### config.mk
export PLATFORM = sky130hd
export DESIGN_NAME = lci_sqrt
export DESIGN_NICKNAME = d
export VERILOG_FILES = /design/src/lci_sqrt.sv
export SDC_FILE = /design/constraint.sdc
export NUM_CORES = 2
export LEC_CHECK = 0
export BUFFER_PORTS_ARGS = -buffer_cell sky130_fd_sc_hd__buf_2
export CAP_MARGIN = 0
export CORE_MARGIN = 2
export CORE_UTILIZATION = 65
export CTS_BUF_LIST = sky130_fd_sc_hd__clkbuf_8
export DETAILED_ROUTE_END_ITERATION = 12
export PLACE_DENSITY = 0.86
export SKIP_CTS_REPAIR_TIMING = 1
export SYNTH_ARGS = -nofsm -noshare
export SYNTH_HDL_FRONTEND = slang
export SYNTH_MEMORY_MAX_BITS = 65536
export SYNTH_SLANG_ARGS = --single-unit
### constraint.sdc
create_clock -name clk -period 5.1 [get_ports clk]
set_clock_uncertainty 0.2 [all_clocks]
set_input_delay 0.255 -clock clk [delete_from_list [all_inputs] [get_ports clk]]
set_output_delay 0.255 -clock clk [all_outputs]
set_load 0.01 [all_outputs]
### src/lci_sqrt.sv
// lci_sqrt: pipelined integer square root, one root bit per stage.
// No package use.
`default_nettype none
module lci_sqrt #(
    parameter int QW = 68,
    parameter int PW = 8
) (
    input  logic              clk,
    input  logic              rst_n,
    input  logic              en,
    input  logic              in_valid,
    input  logic [QW-1:0]     rad,
    input  logic [PW-1:0]     in_pay,
    output logic              out_valid,
    output logic [QW/2-1:0]   root,
    output logic [PW-1:0]     out_pay
);
    localparam int SW = QW / 2;
    localparam int RW = SW + 2;

    logic [SW-1:0] v_reg;
    logic [QW-1:0] rad_reg  [SW-1];
    logic [RW-1:0] rem_reg  [SW-1];
    logic [SW-1:0] root_reg [SW];
    logic [PW-1:0] pay_reg  [SW];

    always_ff @(posedge clk or negedge rst_n)
    begin
        if (!rst_n)
        begin
            v_reg <= '0;
        end
        else if (en)
        begin
            v_reg <= {v_reg[SW-2:0], in_valid};
        end
    end

    for (genvar i = 0; i < SW; i++)
    begin : g_stage
        logic [QW-1:0] rad_in;
        logic [RW-1:0] rem_in;
        logic [SW-1:0] root_in;
        logic [PW-1:0] pay_in;
        logic [RW-1:0] cur;
        logic [RW-1:0] trial;
        logic          ge;

        if (i == 0)
        begin : g_first
            assign rad_in  = rad;
            assign rem_in  = '0;
            assign root_in = '0;
            assign pay_in  = in_pay;
        end
        else
        begin : g_rest
            assign rad_in  = rad_reg[i-1];
            assign rem_in  = rem_reg[i-1];
            assign root_in = root_reg[i-1];
            assign pay_in  = pay_reg[i-1];
        end

        assign cur   = {rem_in[RW-3:0], rad_in[QW-1:QW-2]};
        assign trial = {root_in, 2'b01};
        assign ge    = cur >= trial;

        always_ff @(posedge clk)
        begin
            if (en)
            begin
                root_reg[i] <= {root_in[SW-2:0], ge};
                pay_reg[i]  <= pay_in;
            end
        end

        if (i < SW - 1)
        begin : g_carry
            always_ff @(posedge clk)
            begin
                if (en)
                begin
                    rad_reg[i] <= rad_in << 2;
                    rem_reg[i] <= ge ? cur - trial : cur;
                end
            end
        end
    end

    assign out_valid = v_reg[SW-1];
    assign root      = root_reg[SW-1];
    assign out_pay   = pay_reg[SW-1];

endmodule
`default_nettype wire

Word level (Yosys, flattened, before mapping)
Memories as Yosys holds them, arrays and structs flattened. Index checks and enable logic that the tools add are counted.

Bits in registers: 34. Bits in writable memories: 4794. Bits of input ports: 80. Output and inout bits: 43. Memories kept: 4.

Add/sub/neg operators: 33. Magnitude comparators: 34. Muxes and demuxes: 35.

Memory list: rad_reg (words 33, width 66, read ports 33, clocked after Yosys merged registers in 0, write ports 33, RTL line 22) `logic [QW-1:0] rad_reg [SW-1];`; rem_reg (words 33, width 36, read ports 33, clocked after Yosys merged registers in 0, write ports 33, RTL line 23) `logic [RW-1:0] rem_reg [SW-1];`; root_reg (words 34, width 34, read ports 34, clocked after Yosys merged registers in 0, write ports 34, RTL line 24) `logic [SW-1:0] root_reg [SW];`; pay_reg (words 34, width 8, read ports 34, clocked after Yosys merged registers in 0, write ports 34, RTL line 25) `logic [PW-1:0] pay_reg [SW];`.

Operators with widths (number): >= comparator 36 bit (33); 2-to-1 mux 36 bit (33); subtractor 36 bit (32); subtractor 2 x 1 -> 3 bit (second input constant) (1); >= comparator 2 x 1 -> 1 bit (second input constant) (1); 2-to-1 mux 1 bit (2).

Logic depth before layout (Yosys ltp)
An unclocked memory read counts as a cell.

Word-level depth: 3. Gate-level depth with buffers: 14.

Worst setup path before layout
Ideal clock, no wire load.

Path kind: register to register. Start point: memory rem_reg[0][370] in the netlist's numbering. End point: memory rem_reg[0][423] in the netlist's numbering, data pin. Arrival: 3.408 ns. Path slack: 1.221 ns. Cell stages (with the launch flop): 14. Buffers on the path: 2. Clock period less this slack: 3.879 ns. Path through: edfxtp_1 -> ha_1 -> or4_1 -> nand2b_1 -> or3_1 -> clkbuf_1 -> a41oi_1 -> nand2_1 -> a2111oi_2 -> inv_2 -> o211ai_1 -> buf_2 -> nor4_1 -> xor2_1.

RTL lines (RTL line): start, declared (23).

==> out/qor.yml <==
run_status:
  status: "finished clean"
cts:
  cts.sinks: 3094
  clk_latency_ps: 1130
  htree_levels: 5
  clk_path_buf_depth: 4
  cts_root_buf: "clkbuf_8"
  tritoncts: "done"
  clk_pin_slew_ps: 70
  cts_buffers: 481
worst_setup_path:
  cpPeakStageDelay_ps: 720
  worstSetupEndpointType: "flip-flop"
  cp_slowest_cell: "a41oi_1"
  timing.rr.start: "rem_reg[0][432]$_DFFE_PP_"
  r2r-end: "rem_reg[0][487]$_DFFE_PP_"
  crit_fanout: 32
  cp.arrival_ps: 5200
  reg2reg_depth: 10
  startpoint: "rem_reg[0][432]$_DFFE_PP_"
  path_class: "flip-flop to flip-flop"
  reg2reg_slack_ps: 490
  crit_path_cell_trace: "ha_1, nor2b_1, o21ai_0, a21boi_0, o21ai_0, a211o_1, o211a_1, a41oi_1, nand3_1, xnor2_1"
  crit_top_cell: "o21ai_0"
  startpoint_type: "flip-flop"
  cp_data_required_time_ps: 5690
global_route:
  grt_pass1_wl_um: 448000
  use_met2: 0.454
  grt.met1_usage: 0.325
  overflow: 0
  top_usage_layer: "met2"
  grtUsageMet3: 0.0362
  grt_util_all_layers: 0.260
  antenna_found_initial: 3
  grt_max_degree: 162
  grt_pass1_vias: 83886
route:
  wl_um: 292000
  detail-route-antenna-nets: 0
  vias: 84877
  drt_iter0_markers: 7955
  first_pass_iters: 7
  wl_per_cell_um: 20.5
  drc: 0
  vias_per_cell: 5.96
cells_and_area:
  drive_gt1_frac: 0.0915
  area_delta_synth_final_pct: 10.8
  multi_input_area_sq_mm: 0.0427
  largest_reg_flops: 1122
  final_util: 0.726
  regArea_sq_mm: 0.0927
  fill_cells: 13202
  nNetsFinal: 11748
power:
  power_mw: 69.0
  switching_share: 0.295
  pwr-share-clk: 0.283
  p_leak_nw: 59.6
  pwr-share-seq: 0.497
  combPwrFrac: 0.220
  power_per_cell_area_mw_per_mm2: 447
  vdd_drop_max_uv: 389
  p_sw_mw: 20.4
  p_int_mw: 48.7
timing:
  setup_viol: 0
  tns_ps: 0
  final-hold-violation-count: 0
  rsz0062_at_grt: "no"
  finalMaxSlewViolations: 0
  fmax_mhz: 217
  slew_headroom: 0.0706
  period_minus_slack_ps: 4610
  period_share: 0.904
  tightest_slew_ps: 1390
worst_hold_path:
  hold_start: "en"
  min_to: "rad_reg[0][33]$_DFFE_PP_"
  hp-class: "input pin to flip-flop"
  whs_path_depth: 2
yosys:
  syn_avg_cell_area_sq_um: 13.4
  synthFlopType: "edfxtp_1"
  yosysTopAreaCell: "edfxtp_1"
  ys_seq_elements: 3094
  ys_seq_area_frac: 0.666
  synth_cells: 10365
  synth_compound_area_frac: 0.0927
  ys_async_sr_fraction: 0.0110
  syn_nets: 11076
  yosys-top-cells-area: "edfxtp_1 66%, ha_1 5.7%, xnor2_1 2.9%"
  synth_edf_count: 3060
  netlist_area_sq_mm: 0.139
  synth_xor_area_frac: 0.0571
  synthMuxAreaShare: 0.0110
  synth_top_family_by_area: "compound AO/OA/AOI/OAI gates"
  synthSimpleGateAreaFrac: 0.0892
  synth_top_area_frac: 0.660
  yosysWarnings: 0
  synth_cell_types: 89
  synthAdderAreaFrac: 0.0567
floorplanning:
  fp.dieH_um: 467
  placementRows: 169
  start_util: 0.655
  fp.dieArea_sq_mm: 0.218
  core_sq_mm: 0.213
  io_pins: 123
  die_w_um: 467
place:
  portBuffers: 122
  globalplace.congestion: 0.951
  dpl.hpwl_um: 201000
flow_run:
  drv_cap: 0
[cell families (layout without fill, tap and decap cells)]
family,Yosys count,count (layout)
simple gates,2508,2508
flops,3094,3094
buf+inv,1005,2043
other cells,1,7
xor+xnor,907,907
mux,137,137
fa+ha+maj,631,631
compound gates,2082,2082
[stage by stage]
step	instance area [sq um]	hold slack [ps]	instances	setup WS, ps
finish	154000	23.2	14230	489
floorplan	139000	-241	10365	1220
CTS	153000	-1070	14064	633
global route	154000	18.0	14228	332
detailed placement	144000	168	13215	628
global placement	144000	135	13215	682
[layout make-up]
class                      count  area share
inverter                     804      0.0196
sequential                  3094       0.601
tap                         2821      0.0229
clock inverter               356      0.0137
multi-input combinational   6266       0.277
antenna                        6   0.0000973
clock buffer                 493      0.0440
timing repair buffer         390      0.0219
[Yosys cell counts, drive strengths merged, types with 64 or more instances]
master,count
a21o,270
ha,631
inv,802
o21bai,64
nor2b,90
nand3,150
nor3,232
o21ai,543
nand2,688
a31oi,66
a21oi,630
xor2,444
nor2,580
clkbuf,175
mux2,131
nand4,105
o21a,124
nor4,136
or3,110
nand2b,107
xnor2,463
edfxtp,3060
[layout by cell type (no fill, tap or decap), types with 108 or more instances in the layout]
master         synthesis  layout
edfxtp_1            3060    3060
nand3_1              150     150
dlygate4sd3_1          0     159
or3_1                109     109
xnor2_1              463     463
o21a_1               124     124
a21o_1               270     270
a21oi_1              630     630
clkinv_1               2     108
nor4_1               134     134
nor2_1               580     580
ha_1                 631     631
xor2_1               444     444
nand2_1              688     688
buf_2                  3     121
nor3_1               232     231
o21ai_0              540     539
inv_1                799     939
clkbuf_8               0     493
mux2_2               131     131
[how the worst max path moves through the flow]
stage | cells after the start | end | slack, ps
2_1_floorplan | 13 | rem_reg[0][423]$_DFFE_PP_ | 1220
3_5_place_dp | 12 | rem_reg[0][429]$_DFFE_PP_ | 630
3_3_place_gp | 10 | rem_reg[0][306]$_DFFE_PP_ | 680
5_1_grt | 12 | rem_reg[0][263]$_DFFE_PP_ | 330
4_1_cts | 12 | rem_reg[0][429]$_DFFE_PP_ | 630
6_report | 10 | rem_reg[0][487]$_DFFE_PP_ | 490
[per-layer routing]
| layer | wire (um) | part of all wire | up-vias |
|---|---|---|---|
| met1 | 115000 | 0.40 | 41135 |
| li1 | - | - | 39947 |
| met2 | 150000 | 0.51 | 3037 |
| met5 | 0 | 0 | - |
| met4 | 11800 | 0.040 | 0 |
| met3 | 15000 | 0.051 | 758 |
[critical path, delay by kind of cell (launching register included)]
family	cells	cell delay, ps
flip-flops	1	450
XOR/XNOR	1	170
adder cells (fa/ha/maj)	1	380
AO/OA/AOI/OAI	6	2660
AND/OR/NAND/NOR	2	410
[power by group through the flow]
| stage | registers, mW | logic (mW) | clock network [mW] |
|---|---|---|---|
| final | 34.3 | 15.2 | 19.5 |
| after global routing | 34.6 | 16.8 | 21.0 |
| after CTS | 34.3 | 15.0 | 19.9 |
| after detailed placement | 34.8 | 14.9 | 0 |
| after global placement | 34.7 | 14.5 | 0 |
| after floorplan | 33.7 | 11.0 | 0 |
No activity file was read; power rests on OpenSTA's default activity.
